==> config.mk <==
export PLATFORM = sky130hd
export DESIGN_NAME = cooperative_task_scheduler_table
export DESIGN_NICKNAME = d
export VERILOG_FILES = /design/src/rtl/cts_pkg.sv /design/src/rtl/cooperative_task_scheduler_table.sv /design/src/rtl/cts_entry_unit.sv
export SDC_FILE = /design/constraint.sdc
export NUM_CORES = 1
export LEC_CHECK = 0
export ABC_AREA = 1
export BUFFER_PORTS_ARGS = -buffer_cell sky130_fd_sc_hd__buf_2
export CORE_AREA = 2 2 384 386
export CTS_CLUSTER_SIZE = 20
export DETAILED_ROUTE_END_ITERATION = 10
export DIE_AREA = 0 0 386 388
export GPL_TIMING_DRIVEN = 0
export PLACE_DENSITY_LB_ADDON = 0.15
export SLEW_MARGIN = 20
export SYNTH_ARGS = -nofsm -noshare
export SYNTH_HDL_FRONTEND = slang
export SYNTH_SLANG_ARGS = --single-unit
export TNS_END_PERCENT = 10
==> constraint.sdc <==
create_clock -name clk -period 7.1 [get_ports clk]
set_input_delay 2.13 -clock clk [delete_from_list [all_inputs] [get_ports clk]]
set_output_delay 2.13 -clock clk [all_outputs]
set_load 0.05 [all_outputs]
==> src/rtl/cts_pkg.sv <==
package cts_pkg;

  // Operation codes of the input item
  typedef enum logic [1:0] {
    OP_ADD      = 2'd0,
    OP_TICK     = 2'd1,
    OP_DISPATCH = 2'd2,
    OP_DELETE   = 2'd3
  } op_t;

  // Result status codes
  typedef enum logic [2:0] {
    STS_OK         = 3'd0,
    STS_FULL       = 3'd1,
    STS_BAD_PERIOD = 3'd2,
    STS_BAD_DELAY  = 3'd3,
    STS_BAD_INDEX  = 3'd4,
    STS_RUN        = 3'd5,
    STS_NONE       = 3'd6
  } status_t;

  // Sequencer states
  typedef enum logic [1:0] {
    S_IDLE = 2'd0,
    S_READ = 2'd1,
    S_PROC = 2'd2,
    S_END  = 2'd3
  } state_t;

  // Most run results one dispatch may hand out
  localparam int RESULT_CAP = 16;
  localparam int RUN_CNT_W  = $clog2(RESULT_CAP + 1);

  // One table entry as stored in the task memory
  typedef struct packed {
    logic [7:0]  handle;
    logic [30:0] period;
    logic [30:0] delay;
    logic [7:0]  pending;
    logic        one_shot;
  } entry_t;

  // Controls of the shared entry update unit
  typedef struct packed {
    logic tick;
    logic take;
  } unit_ctl_t;

endpackage

==> src/rtl/cooperative_task_scheduler_table.sv <==
// Table of up to MAX_TASKS timed tasks, kept compacted in slots 0 to task_count-1 of a
// one-read, one-write memory. Add and any rejected request go straight to the final result.
// Tick, dispatch (both on a non-empty table) and a valid delete make one pass over the table
// through a single entry update unit, one entry per cycle while the result channel does not
// stall, with compaction done during the pass. in_ready is high only between items.
// Dispatch results come out in slot order; the final result of each item carries out_last.
module cooperative_task_scheduler_table #(
  parameter int MAX_TASKS = 16
) (
  input  logic        clk,
  input  logic        rst_n,
  input  logic        in_valid,
  output logic        in_ready,
  input  logic [1:0]  in_opcode,
  input  logic [7:0]  in_task_handle,
  input  logic [31:0] in_start_delay,
  input  logic [31:0] in_repeat_period,
  input  logic [5:0]  in_slot_index,
  output logic        out_valid,
  input  logic        out_ready,
  output logic [2:0]  out_status,
  output logic [5:0]  out_slot_out,
  output logic [7:0]  out_run_handle,
  output logic        out_last
);

  localparam int CNT_W = $clog2(MAX_TASKS + 1);
  localparam int IDX_W = (MAX_TASKS > 1) ? $clog2(MAX_TASKS) : 1;
  localparam int CMP_W = 7;

  cts_pkg::state_t  state_r, state_nxt;
  cts_pkg::op_t     op_r;
  cts_pkg::op_t     in_op;
  cts_pkg::status_t resp_status_r;
  logic [5:0]       resp_slot_r;
  logic [5:0]       sidx_r;
  logic             walk_r;
  logic [CNT_W-1:0] count_r;
  logic [CNT_W-1:0] r_r;
  logic [CNT_W-1:0] w_r;
  logic [CNT_W-1:0] r_inc;
  logic [cts_pkg::RUN_CNT_W-1:0] n_r;

  logic             hold_v_r;
  logic [5:0]       hold_slot_r;
  logic [7:0]       hold_handle_r;

  logic             out_valid_r;
  cts_pkg::status_t out_status_r;
  logic [5:0]       out_slot_r;
  logic [7:0]       out_handle_r;
  logic             out_last_r;

  cts_pkg::entry_t  ent_mem [MAX_TASKS];
  cts_pkg::entry_t  rd_r;
  cts_pkg::entry_t  upd_ent;
  cts_pkg::entry_t  new_ent;
  cts_pkg::entry_t  wdata;
  cts_pkg::unit_ctl_t ctl;

  logic             accept;
  logic             out_free;
  logic             table_full;
  logic             add_ok;
  logic             del_bad;
  logic             emit;
  logic             drop;
  logic             stall;
  logic             step;
  logic             last_entry;
  logic             push_hold;
  logic             push_end;
  logic             we;
  logic             re;
  logic [IDX_W-1:0] waddr;
  logic [IDX_W-1:0] raddr;

  // Decode the incoming item
  assign in_op      = cts_pkg::op_t'(in_opcode);
  assign accept     = in_valid && in_ready;
  assign out_free   = !out_valid_r || out_ready;
  assign table_full = (count_r >= CNT_W'(MAX_TASKS));
  assign add_ok     = !table_full && !in_repeat_period[31] && !in_start_delay[31];
  assign del_bad    = (CMP_W'(in_slot_index) >= CMP_W'(count_r));

  // Walk decisions for the entry currently in rd_r
  assign r_inc      = r_r + CNT_W'(1);
  assign last_entry = (r_inc == count_r);
  assign emit       = (op_r == cts_pkg::OP_DISPATCH) && (rd_r.pending != 8'd0)
                      && (n_r < cts_pkg::RUN_CNT_W'(cts_pkg::RESULT_CAP));
  assign drop       = ((op_r == cts_pkg::OP_DELETE) && (CMP_W'(r_r) == CMP_W'(sidx_r)))
                      || (emit && rd_r.one_shot);
  assign stall      = emit && hold_v_r && !out_free;
  assign step       = (state_r == cts_pkg::S_PROC) && !stall;
  assign push_hold  = step && emit && hold_v_r;
  assign push_end   = (state_r == cts_pkg::S_END) && out_free;

  assign ctl.tick = (op_r == cts_pkg::OP_TICK);
  assign ctl.take = emit;

  cts_entry_unit u_unit (
    .ent_i (rd_r),
    .ctl_i (ctl),
    .ent_o (upd_ent)
  );

  // Build the entry that add appends
  always_comb begin
    new_ent.handle   = in_task_handle;
    new_ent.period   = in_repeat_period[30:0];
    new_ent.delay    = in_start_delay[30:0];
    new_ent.pending  = 8'd0;
    new_ent.one_shot = (in_repeat_period == 32'd0);
  end

  // Next state
  always_comb begin
    state_nxt = state_r;
    case (state_r)
      cts_pkg::S_IDLE: begin
        if (accept) begin
          case (in_op)
            cts_pkg::OP_ADD: begin
              state_nxt = cts_pkg::S_END;
            end
            cts_pkg::OP_DELETE: begin
              state_nxt = del_bad ? cts_pkg::S_END : cts_pkg::S_READ;
            end
            default: begin
              state_nxt = (count_r == '0) ? cts_pkg::S_END : cts_pkg::S_READ;
            end
          endcase
        end
      end
      cts_pkg::S_READ: begin
        state_nxt = cts_pkg::S_PROC;
      end
      cts_pkg::S_PROC: begin
        if (step && last_entry) begin
          state_nxt = cts_pkg::S_END;
        end
      end
      cts_pkg::S_END: begin
        if (out_free) begin
          state_nxt = cts_pkg::S_IDLE;
        end
      end
      default: begin
        state_nxt = cts_pkg::S_IDLE;
      end
    endcase
  end

  // Sequencer outputs: handshake and memory ports
  always_comb begin
    in_ready = 1'b0;
    we       = 1'b0;
    re       = 1'b0;
    waddr    = w_r[IDX_W-1:0];
    raddr    = r_inc[IDX_W-1:0];
    wdata    = upd_ent;
    case (state_r)
      cts_pkg::S_IDLE: begin
        in_ready = 1'b1;
        waddr    = count_r[IDX_W-1:0];
        wdata    = new_ent;
        we       = accept && (in_op == cts_pkg::OP_ADD) && add_ok;
      end
      cts_pkg::S_READ: begin
        re    = 1'b1;
        raddr = r_r[IDX_W-1:0];
      end
      cts_pkg::S_PROC: begin
        we = step && !drop;
        re = step && !last_entry;
      end
      default: begin
        in_ready = 1'b0;
      end
    endcase
  end

  // Task memory
  always_ff @(posedge clk) begin
    if (we) begin
      ent_mem[waddr] <= wdata;
    end
    if (re) begin
      rd_r <= ent_mem[raddr];
    end
  end

  // Control registers
  always_ff @(posedge clk) begin
    if (!rst_n) begin
      state_r     <= cts_pkg::S_IDLE;
      count_r     <= '0;
      hold_v_r    <= 1'b0;
      out_valid_r <= 1'b0;
    end else begin
      state_r <= state_nxt;
      if (we && (state_r == cts_pkg::S_IDLE)) begin
        count_r <= count_r + CNT_W'(1);
      end else if (push_end && walk_r) begin
        count_r <= w_r;
      end
      if (accept || push_end) begin
        hold_v_r <= 1'b0;
      end else if (step && emit) begin
        hold_v_r <= 1'b1;
      end
      if (push_hold || push_end) begin
        out_valid_r <= 1'b1;
      end else if (out_ready) begin
        out_valid_r <= 1'b0;
      end
    end
  end

  // Capture the item and advance the walk
  always_ff @(posedge clk) begin
    if (accept) begin
      op_r   <= in_op;
      sidx_r <= in_slot_index;
      r_r    <= '0;
      w_r    <= '0;
      n_r    <= '0;
      case (in_op)
        cts_pkg::OP_ADD: begin
          walk_r      <= 1'b0;
          resp_slot_r <= add_ok ? 6'(count_r) : 6'd0;
          if (table_full) begin
            resp_status_r <= cts_pkg::STS_FULL;
          end else if (in_repeat_period[31]) begin
            resp_status_r <= cts_pkg::STS_BAD_PERIOD;
          end else if (in_start_delay[31]) begin
            resp_status_r <= cts_pkg::STS_BAD_DELAY;
          end else begin
            resp_status_r <= cts_pkg::STS_OK;
          end
        end
        cts_pkg::OP_DELETE: begin
          walk_r        <= !del_bad;
          resp_slot_r   <= in_slot_index;
          resp_status_r <= del_bad ? cts_pkg::STS_BAD_INDEX : cts_pkg::STS_OK;
        end
        default: begin
          walk_r        <= 1'b1;
          resp_slot_r   <= 6'd0;
          resp_status_r <= cts_pkg::STS_OK;
        end
      endcase
    end else if (step) begin
      r_r <= r_inc;
      if (!drop) begin
        w_r <= w_r + CNT_W'(1);
      end
      if (emit) begin
        n_r           <= n_r + cts_pkg::RUN_CNT_W'(1);
        hold_slot_r   <= 6'(w_r);
        hold_handle_r <= rd_r.handle;
      end
    end
  end

  // Result register: hold back each run until the next one shows it is not final
  always_ff @(posedge clk) begin
    if (push_hold) begin
      out_status_r <= cts_pkg::STS_RUN;
      out_slot_r   <= hold_slot_r;
      out_handle_r <= hold_handle_r;
      out_last_r   <= 1'b0;
    end else if (push_end) begin
      out_last_r <= 1'b1;
      if (op_r == cts_pkg::OP_DISPATCH) begin
        out_status_r <= hold_v_r ? cts_pkg::STS_RUN : cts_pkg::STS_NONE;
        out_slot_r   <= hold_v_r ? hold_slot_r : 6'd0;
        out_handle_r <= hold_v_r ? hold_handle_r : 8'd0;
      end else begin
        out_status_r <= resp_status_r;
        out_slot_r   <= resp_slot_r;
        out_handle_r <= 8'd0;
      end
    end
  end

  assign out_valid      = out_valid_r;
  assign out_status     = out_status_r;
  assign out_slot_out   = out_slot_r;
  assign out_run_handle = out_handle_r;
  assign out_last       = out_last_r;

  // Table never grows past its capacity
  a_count_bound: assert property (@(posedge clk) disable iff (!rst_n)
    count_r <= CNT_W'(MAX_TASKS))
    else $error("task count above capacity");

  // Compaction write pointer never passes the read pointer
  a_ptr_order: assert property (@(posedge clk) disable iff (!rst_n)
    (state_r == cts_pkg::S_PROC) |-> (w_r <= r_r))
    else $error("write pointer ahead of read pointer");

  // Only a dispatch holds back a run result
  a_hold_dispatch: assert property (@(posedge clk) disable iff (!rst_n)
    (hold_v_r && (state_r != cts_pkg::S_IDLE)) |-> (op_r == cts_pkg::OP_DISPATCH))
    else $error("held run outside dispatch");

  // Run results per dispatch stay within the cap
  a_run_cap: assert property (@(posedge clk) disable iff (!rst_n)
    (state_r == cts_pkg::S_PROC) |-> (n_r <= cts_pkg::RUN_CNT_W'(cts_pkg::RESULT_CAP)))
    else $error("dispatch result cap exceeded");

  // Final result returns to idle with no run left behind
  a_end_clean: assert property (@(posedge clk) disable iff (!rst_n)
    push_end |=> ((state_r == cts_pkg::S_IDLE) && !hold_v_r && out_valid_r && out_last_r))
    else $error("item did not close cleanly");

endmodule

==> src/rtl/cts_entry_unit.sv <==
module cts_entry_unit (
  input  cts_pkg::entry_t    ent_i,
  input  cts_pkg::unit_ctl_t ctl_i,
  output cts_pkg::entry_t    ent_o
);

  logic [30:0] delay_dec;
  logic        due;

  // Count down and detect expiry
  assign delay_dec = ent_i.delay - 31'd1;
  assign due       = (ent_i.delay == 31'd0) || (delay_dec == 31'd0);

  // Apply tick or take one pending run
  always_comb begin
    ent_o = ent_i;
    if (ctl_i.tick) begin
      if (ent_i.delay != 31'd0) begin
        ent_o.delay = delay_dec;
      end
      if (due) begin
        if (ent_i.pending != 8'hff) begin
          ent_o.pending = ent_i.pending + 8'd1;
        end
        if (ent_i.period != 31'd0) begin
          ent_o.delay = ent_i.period;
        end
      end
    end else if (ctl_i.take) begin
      ent_o.pending = ent_i.pending - 8'd1;
    end
  end

endmodule
==> out/qor.tcl, run 1 <==
set qor(drt_wl_cell_um) 30.4
set qor(p_seq_frac) 0.335
set qor(regToRegEndpoint) {rd_r[22]$_DFFE_PP_}
set qor(fin_crit_ps) 5000
set qor(postSynthCellCount) 4621
set qor(power.share.switching) 0.456
set qor(number_of_global_route_vias_before_repair) 39200
set qor(grt_max_degree) 24
set qor(worstPathCellList) {buf_2 > nand2_1 > inv_1 > nand2_1 > nand2_2 > nand3_1 > nor2_4 > buf_16 > buf_12 > buf_12 > buf_16}
set qor(slowest_stage) {sky130_fd_sc_hd__inv_1}
set qor(critPathArrivalTime_ps) 5500
set qor(via_total_after_detailed_routing) 41300
set qor(yosysWarningCount) 0
set qor(worst_hold_path.num_cells) 0
set qor(path_class) {input port to register}
set qor(detail_route.wirelength_um) 214000
set qor(drt.antenna.violating_nets) 0
set qor(worst-endpoint-required_ps) 7600
set qor(final_net_count) 5105
set qor(cts_hold_buf) 0
set qor(die_w_um) 386
set qor(timing.reg2reg.worst_path_depth) 10
set qor(worstSkewPairLatency_ps) 810
set qor(initial_utilization) 0.400
set qor(ir_worst_vdd_uv) 352
set qor(port-buffer-count) 103
set qor(synth_enable_flop_cells) 1388
set qor(vias_per_cell) 5.87
set qor(end_kind) {register}
set qor(pwr_density_cell_nw_per_um2) 535
set qor(power_report.internal_total_mw) 19.9
set qor(worst-slew-pin-transition_ps) 1240
set qor(postCtsSetupBuffers) 0
set qor(numClockSinks) 1416
set qor(area_growth_syn_to_layout_pct) 17.6
set qor(cts_max_level) 4
set qor(setup_repair_after_global_routing_missed_its_margin) {no}
set qor(clkSlewWorstSetupHoldPaths_ps) 50
set qor(mapped_avg_cell_area_um2) 12.6
set qor(firstDrtPassIters) 6
set qor(die_area_um2) 150000
set qor(run_status) {complete, no violations}
set qor(yosys_most_used_dff) {sky130_fd_sc_hd__edfxtp_1}
set qor(timing.max_slew.rel_slack) 0.175
set qor(power_frac_clock) 0.207
set qor(drive_above_1_share) 0.111
set qor(finalMaxSlewViolations) 0
set qor(finalCritPeriodShare) 0.704
set qor(final_cell_mix) {sky130_fd_sc_hd__edfxtp_1, sky130_fd_sc_hd__nor2_1, sky130_fd_sc_hd__o21ai_0}
set qor(globalRouteOverflowTotal) 0
set qor(layout_commonest_cell) {sky130_fd_sc_hd__edfxtp_1}
set qor(cap_viol_max_count) 0
set qor(syn_nets) 4726
set qor(timing.critical_path.fanout_max) 23
set qor(route.detailed.drc) 0
set qor(p_sw_mw) 16.6
set qor(final-hold-violation-count) 0
set qor(min_path_type) {register to register}
set qor(yosysUniqueCellTypes) 44
set qor(boundaryPins) 104
set qor(die_height_um) 388
set qor(synth-seq-cells) 1416
set qor(fin_skew_ps) 33.5
set qor(hold_end) {hold_slot_r[4]$_DFFE_PP_}
set qor(regToRegStartpoint) {r_r[0]$_SDFFE_PP0N_}
set qor(detailed_place.area_um2) 63600
set qor(critical_path.startpoint_type) {input port}
set qor(synth_sequential_area_ratio) 0.728
set qor(rows) 140
set qor(clock-root-buffer) {sky130_fd_sc_hd__clkbuf_16}
set qor(grt_first_pass_wirelength_um) 296000
set qor(critPathMaxStageDelay_ps) 750
set qor(final_setup_violation_count) 0
set qor(groute.usage.overall) 0.282
set qor(cts_tree) {built}
set qor(cts_made_buffers) 152
set qor(finish.instance_area_um2) 68300
set qor(antenna_found_initial) 13
set qor(timing.critical_path.buf_inv) 6
set qor(cts_max_path_buffers) 3
set qor(p_comb_frac) 0.457
set qor(ff2ff_setup_slack_ps) 2140
set qor(fmaxAchievable_mhz) 200
set qor(globalplace.congestion) 0.958
set qor(setup_tns_final_ps) 0
set qor(drt_iter0_markers) 5038
set qor(mappedNetlistArea_um2) 58000
set qor(p_leak_nw) 22.5
set qor(cell_family_with_the_largest_share_of_critical_path_delay) {buffers and inverters}
set qor(async_reset_ff_frac) 0
set qor(core-area_um2) 145000
set qor(cts_resized) 0
set qor(hp-start) {w_r[4]$_SDFFE_PP0N_}
set qor(dp_hpwl_um) 152000
==> layer usage <==
metal  track usage  routed length, um  vias to the layer above
met3        0.0497              18100                      368
met2         0.453             101000                     2006
met5             0                 23                        -
met4         0.103               8300                        4
met1         0.384              86900                    20900
li1              -                  -                    18000
==> stage by stage <==
stage	total power [mW]	hold slack [ps]	setup slack, ps	cells	util
final	36.5	438	2100	7031	0.470
after CTS	36.2	441	1830	7030	0.470
after detailed placement	28.7	427	1290	6763	0.438
after floorplan	20.6	408	-24.1	4621	-
after global placement	27.9	415	-5690	6641	0.420
after global routing	37.8	452	1930	7030	0.470
==> synth_stat cells (4+ instances only) <==
cell type,number,share of area
sky130_fd_sc_hd__a22o_1,5,0.00075
sky130_fd_sc_hd__dfxtp_1,28,0.0097
sky130_fd_sc_hd__o211ai_1,97,0.013
sky130_fd_sc_hd__edfxtp_1,1388,0.72
sky130_fd_sc_hd__clkbuf_1,278,0.018
sky130_fd_sc_hd__o22ai_1,93,0.010
sky130_fd_sc_hd__inv_2,9,0.00058
sky130_fd_sc_hd__o221ai_1,223,0.034
sky130_fd_sc_hd__xor2_1,17,0.0026
sky130_fd_sc_hd__nor4_1,14,0.0015
sky130_fd_sc_hd__o21ai_0,742,0.064
sky130_fd_sc_hd__a21oi_2,32,0.0048
sky130_fd_sc_hd__nor2_2,11,0.0012
sky130_fd_sc_hd__nor3_1,12,0.0010
sky130_fd_sc_hd__nand4_1,24,0.0026
sky130_fd_sc_hd__nor2_1,798,0.052
sky130_fd_sc_hd__nand2_1,444,0.029
sky130_fd_sc_hd__ha_1,21,0.0045
sky130_fd_sc_hd__nand3_1,115,0.0099
sky130_fd_sc_hd__o21ai_1,7,0.00060
sky130_fd_sc_hd__xnor2_1,4,0.00060
sky130_fd_sc_hd__nand3b_1,7,0.00091
sky130_fd_sc_hd__a21oi_1,63,0.0054
sky130_fd_sc_hd__inv_1,127,0.0082
sky130_fd_sc_hd__buf_2,7,0.00060
sky130_fd_sc_hd__buf_1,11,0.00071
sky130_fd_sc_hd__nand2_2,16,0.0017
==> sequential cells by signal, indices dropped and copies added (netlist names) <==
signal          flops
count_r             5
ent_mem          1264
hold_handle_r       8
hold_slot_r         5
hold_v_r            1
n_r                 5
op_r                2
out_last            1
out_run_handle      8
out_slot_out        6
out_status          3
out_valid           1
r_r                 5
rd_r               79
resp_slot_r         6
resp_status_r       3
sidx_r              6
state_r             2
w_r                 5
walk_r              1
==> worst max-delay path by stage <==
stage,startpoint,depth (start not counted),endpoint
2_1_floorplan,in_opcode[0],8,ent_mem[0][0]$_DFFE_PP_
4_1_cts,r_r[0]$_SDFFE_PP0N_,10,rd_r[22]$_DFFE_PP_
3_5_place_dp,in_valid,11,ent_mem[5][28]$_DFFE_PP_
5_1_grt,in_valid,11,ent_mem[5][28]$_DFFE_PP_
6_report,in_valid,11,ent_mem[5][28]$_DFFE_PP_
3_3_place_gp,in_valid,7,ent_mem[1][28]$_DFFE_PP_
==> power groups by stage <==
stage	Combinational, mW	Clock [mW]	Sequential, mW
finish	16.7	7.56	12.2
global placement	15.3	0	12.6
floorplan	8.19	0	12.4
detailed placement	16.3	0	12.4
CTS	16.3	7.61	12.2
global route	17.6	7.92	12.3
==> final cells by class <==
cell class / count / area (um^2)
inverters: 138 / 518
clock buffers: 196 / 3990
well taps: 1917 / 2400
flip-flops and latches: 1416 / 42200
diodes: 1 / 2.50
plain buffers: 301 / 1230
clock inverters: 71 / 621
fillers: 13000 / 76900
multi-input cells: 2766 / 14300
repair buffers: 225 / 2990
==> cell families after synthesis <==
group,share of synthesized area
fa+ha+maj,0.00453
simple gates,0.103
buf+inv,0.0295
xor+xnor,0.00317
compound gates,0.133
flops,0.728
(Power assumes the default switching activity.)
==> run 2, diff against run 1 <==
--- a/config.mk
+++ b/config.mk
@@ -5,12 +5,12 @@
 export SDC_FILE = /design/constraint.sdc
 export NUM_CORES = 1
 export LEC_CHECK = 0
-export ABC_AREA = 1
+export ABC_AREA = 0
 export BUFFER_PORTS_ARGS = -buffer_cell sky130_fd_sc_hd__buf_2
-export CORE_AREA = 2 2 384 386
+export CORE_AREA = 2 2 379 381
 export CTS_CLUSTER_SIZE = 20
 export DETAILED_ROUTE_END_ITERATION = 10
-export DIE_AREA = 0 0 386 388
+export DIE_AREA = 0 0 381 383
 export GPL_TIMING_DRIVEN = 0
 export PLACE_DENSITY_LB_ADDON = 0.15
 export SLEW_MARGIN = 20
==> constraint.sdc (replaced) <==
create_clock -name clk -period 5.24 [get_ports clk]
set_input_delay 1.572 -clock clk [delete_from_list [all_inputs] [get_ports clk]]
set_output_delay 1.572 -clock clk [all_outputs]
set_load 0.05 [all_outputs]
==> run 2 against run 1 <==
Compared with the run above:
- combinational power fell by 20%
- critical path type is now register to register
- first-iteration DRC count fell by 28%
- setup slack got worse by 1900 ps
- final cell count fell by 28%
- synthesized cell count fell by 42%
- clock skew rose by 5.2 ps
==> out/qor.tcl, run 2 <==
set qor(post_synth_xor_area_fraction) 0.00669
set qor(layout.core_utilization) 0.468
set qor(core-area_um2) 142000
set qor(worstSkewPairLatency_ps) 790
set qor(ir_worst_vdd_uv) 327
set qor(drt_wl_cell_um) 32.8
set qor(fin_skew_ps) 38.7
set qor(top_register) {ent_mem}
set qor(pwr_density_cell_nw_per_um2) 593
set qor(die_height_um) 383
set qor(timing.max_slew.rel_slack) 0.226
set qor(yosysMostFrequentCell) {sky130_fd_sc_hd__edfxtp_1}
set qor(drive_above_1_share) 0.302
set qor(route.detailed.drc) 0
set qor(critical_path.startpoint_type) {register}
set qor(cts_max_path_buffers) 3
set qor(top_cell_types_by_occurrence_after_synthesis) {sky130_fd_sc_hd__edfxtp_1, sky130_fd_sc_hd__mux4_2, sky130_fd_sc_hd__clkbuf_1}
set qor(p_comb_frac) 0.341
set qor(largest_registers) {ent_mem x1264, rd_r x79}
set qor(firstDrtPassIters) 8
set qor(grt_first_pass_wirelength_um) 233000
set qor(critPathArrivalTime_ps) 5480
set qor(antenna_found_initial) 10
set qor(synth_compound_gate_area_share) 0.0237
set qor(muxShareOfSynthArea) 0.167
set qor(timing.critical_path.fanout_max) 16
set qor(p_leak_nw) 21.1
set qor(clock-root-buffer) {sky130_fd_sc_hd__clkbuf_16}
set qor(power.total_mw) 39.5
set qor(yosysWarningCount) 0
set qor(synth_enable_flop_cells) 1388
set qor(port-buffer-count) 103
set qor(boundaryPins) 104
set qor(finalMaxSlewViolations) 0
set qor(power_frac_clock) 0.257
set qor(detail_route.wirelength_um) 166000
set qor(groute.usage.overall) 0.229
set qor(numClockSinks) 1416
set qor(final_setup_violation_count) 0
set qor(detailedPlace.worstSlack_ps) -359
set qor(synthSimpleGateAreaFrac) 0.0357
set qor(yosys_most_used_dff) {sky130_fd_sc_hd__edfxtp_1}
set qor(cts_made_buffers) 151
set qor(area.sequential_um2) 42200
set qor(placedCellCount) 4794
set qor(count_of_fill_cells_added_during_filler_insertion) 11900
set qor(mappedNetlistArea_um2) 56300
set qor(async_reset_ff_frac) 0
set qor(finalWorstSetupSlack_ps) 223
set qor(grt_max_degree) 29
set qor(min_path_type) {register to register}
set qor(finalCritPeriodShare) 0.958
set qor(fmaxAchievable_mhz) 199
set qor(area_growth_syn_to_layout_pct) 18.3
set qor(cts_tree) {built}
set qor(finish.instance_area_um2) 66600
set qor(synth_sequential_area_ratio) 0.750
set qor(globalplace.congestion) 0.877
set qor(power.share.switching) 0.329
set qor(die_area_um2) 146000
set qor(synth-seq-cells) 1416
set qor(worst-endpoint-required_ps) 5700
set qor(syn_nets) 2791
set qor(drt.antenna.violating_nets) 0
set qor(via_total_after_detailed_routing) 29300
set qor(post_synth_main_area_contributors) {sky130_fd_sc_hd__edfxtp_1, sky130_fd_sc_hd__mux4_2, sky130_fd_sc_hd__dfxtp_1}
set qor(p_sw_mw) 13.0
set qor(post_layout_nonfiller_instances) 5071
set qor(synth_fa_ha_area_frac) 0.00467
set qor(rows) 139
set qor(p_seq_frac) 0.403
set qor(synth_largest_type_area_fraction) 0.740
set qor(number_of_global_route_vias_before_repair) 30100
set qor(path_class) {register to register}
set qor(final_net_count) 3152
set qor(globalRouteOverflowTotal) 0
set qor(detailed_place.area_um2) 61800
set qor(final_cell_mix) {sky130_fd_sc_hd__edfxtp_1, sky130_fd_sc_hd__mux4_2, sky130_fd_sc_hd__clkbuf_16}
set qor(mapped_avg_cell_area_um2) 21.0
set qor(fin_crit_ps) 5020
set qor(yosysUniqueCellTypes) 70
set qor(synth_top_family_by_area) {multiplexers}
set qor(dp_hpwl_um) 112000
set qor(postCtsSetupBuffers) 0
set qor(worst-slew-pin-transition_ps) 1160
set qor(cts_max_level) 4
set qor(synth.largest_area_cell) {sky130_fd_sc_hd__edfxtp_1}
set qor(number_of_flip_flops_in_the_largest_register) 1264
set qor(end_kind) {register}
set qor(vias_per_cell) 5.78
set qor(clkSlewWorstSetupHoldPaths_ps) 60
set qor(die_w_um) 381
set qor(drt_iter0_markers) 3648
set qor(power_report.internal_total_mw) 26.5
set qor(cap_viol_max_count) 0
set qor(layout_commonest_cell) {sky130_fd_sc_hd__edfxtp_1}
set qor(multi_input_comb_area_um2) 13700
set qor(run_status) {complete, no violations}
set qor(initial_utilization) 0.396
set qor(setup_repair_after_global_routing_missed_its_margin) {no}
set qor(final-hold-violation-count) 0
set qor(postSynthCellCount) 2686
[run 2: changes by cell type after synthesis, sizes merged, moves of 35 or more]
cell | previous run | this run
o22ai | 93 | 1
inv | 136 | 26
o211ai | 97 | 4
o221ai | 223 | 1
nor2 | 813 | 99
clkbuf | 278 | 120
or3 | 0 | 35
nand3 | 117 | 28
nand2 | 463 | 60
o21ai | 749 | 70
mux4 | 0 | 395
mux2 | 0 | 41
a21oi | 95 | 53
[run 2: repair_timing]
| action | CTS | global route |
|---|---|---|
| hold endpoints to repair | 0 | 0 |
| endpoints found under the setup margin | 419 | 272 |
| resized for setup | 13 | 17 |
| hold buffers | 0 | 0 |
[run 2: power groups by stage]
stage	clock network [mW]	registers (mW)	logic (mW)
floorplan	0	15.7	8.63
global placement	0	16.2	12.8
detailed placement	0	16.1	13.5
CTS	10.4	15.9	13.5
global route	10.8	15.9	14.3
finish	10.1	15.9	13.4
[run 2: path summary, 6_finish.rpt]
kind                       startpoint                  endpoint  slack, ps  cells past startpoint
setup / recovery   rd_r[10]$_DFFE_PP_  ent_mem[6][21]$_DFFE_PP_        220                     12
hold reg to reg   w_r[2]$_SDFFE_PP0N_  hold_slot_r[2]$_DFFE_PP_        460                      0
hold / removal    w_r[2]$_SDFFE_PP0N_  hold_slot_r[2]$_DFFE_PP_        460                      0
setup reg to reg   rd_r[10]$_DFFE_PP_  ent_mem[6][21]$_DFFE_PP_        220                     12
[run 2: critical path, stage by stage (launching register included)]
cell and delay [ps]:
sky130_fd_sc_hd__edfxtp_1 440, sky130_fd_sc_hd__clkbuf_1 280, sky130_fd_sc_hd__inv_1 190, sky130_fd_sc_hd__ha_1 290, sky130_fd_sc_hd__or4b_2 740, sky130_fd_sc_hd__a2111oi_0 420
sky130_fd_sc_hd__a211oi_1 270, sky130_fd_sc_hd__a2111oi_4 370, sky130_fd_sc_hd__nand4_2 190, sky130_fd_sc_hd__o41ai_4 420, sky130_fd_sc_hd__buf_2 350, sky130_fd_sc_hd__a21oi_1 140
sky130_fd_sc_hd__nor2_2 570
[run 2: per-layer routing]
layer	up-vias	track usage	share of wire
li1	12100	-	-
met1	15900	0.311	0.41
met2	1167	0.377	0.49
met3	228	0.0466	0.072
met4	2	0.0596	0.022
met5	-	0	0.000078
[run 2: layout make-up]
type / instances / share of cell area
repair buffers: 208 / 0.0432
well taps: 1903 / 0.0357
clock inverters: 67 / 0.00928
plain buffers: 150 / 0.00950
clock buffers: 200 / 0.0610
flip-flops and latches: 1416 / 0.634
multi-input cells: 1094 / 0.206
inverters: 26 / 0.00146
diodes: 7 / 0.000263
[run 2: cell families after synthesis]
logic type,count (synthesis)
flops,1416
buf+inv,176
mux,441
fa+ha+maj,21
xor+xnor,43
simple gates,382
compound gates,207
[run 2: per-stage QoR]
step / hold WS [ps] / setup TNS, ps
2_1_floorplan: 406 / -1223050
3_3_place_gp: 427 / -9377840
3_5_place_dp: 425 / -43730
4_1_cts: 458 / 0
5_1_grt: 466 / 0
6_report: 455 / 0
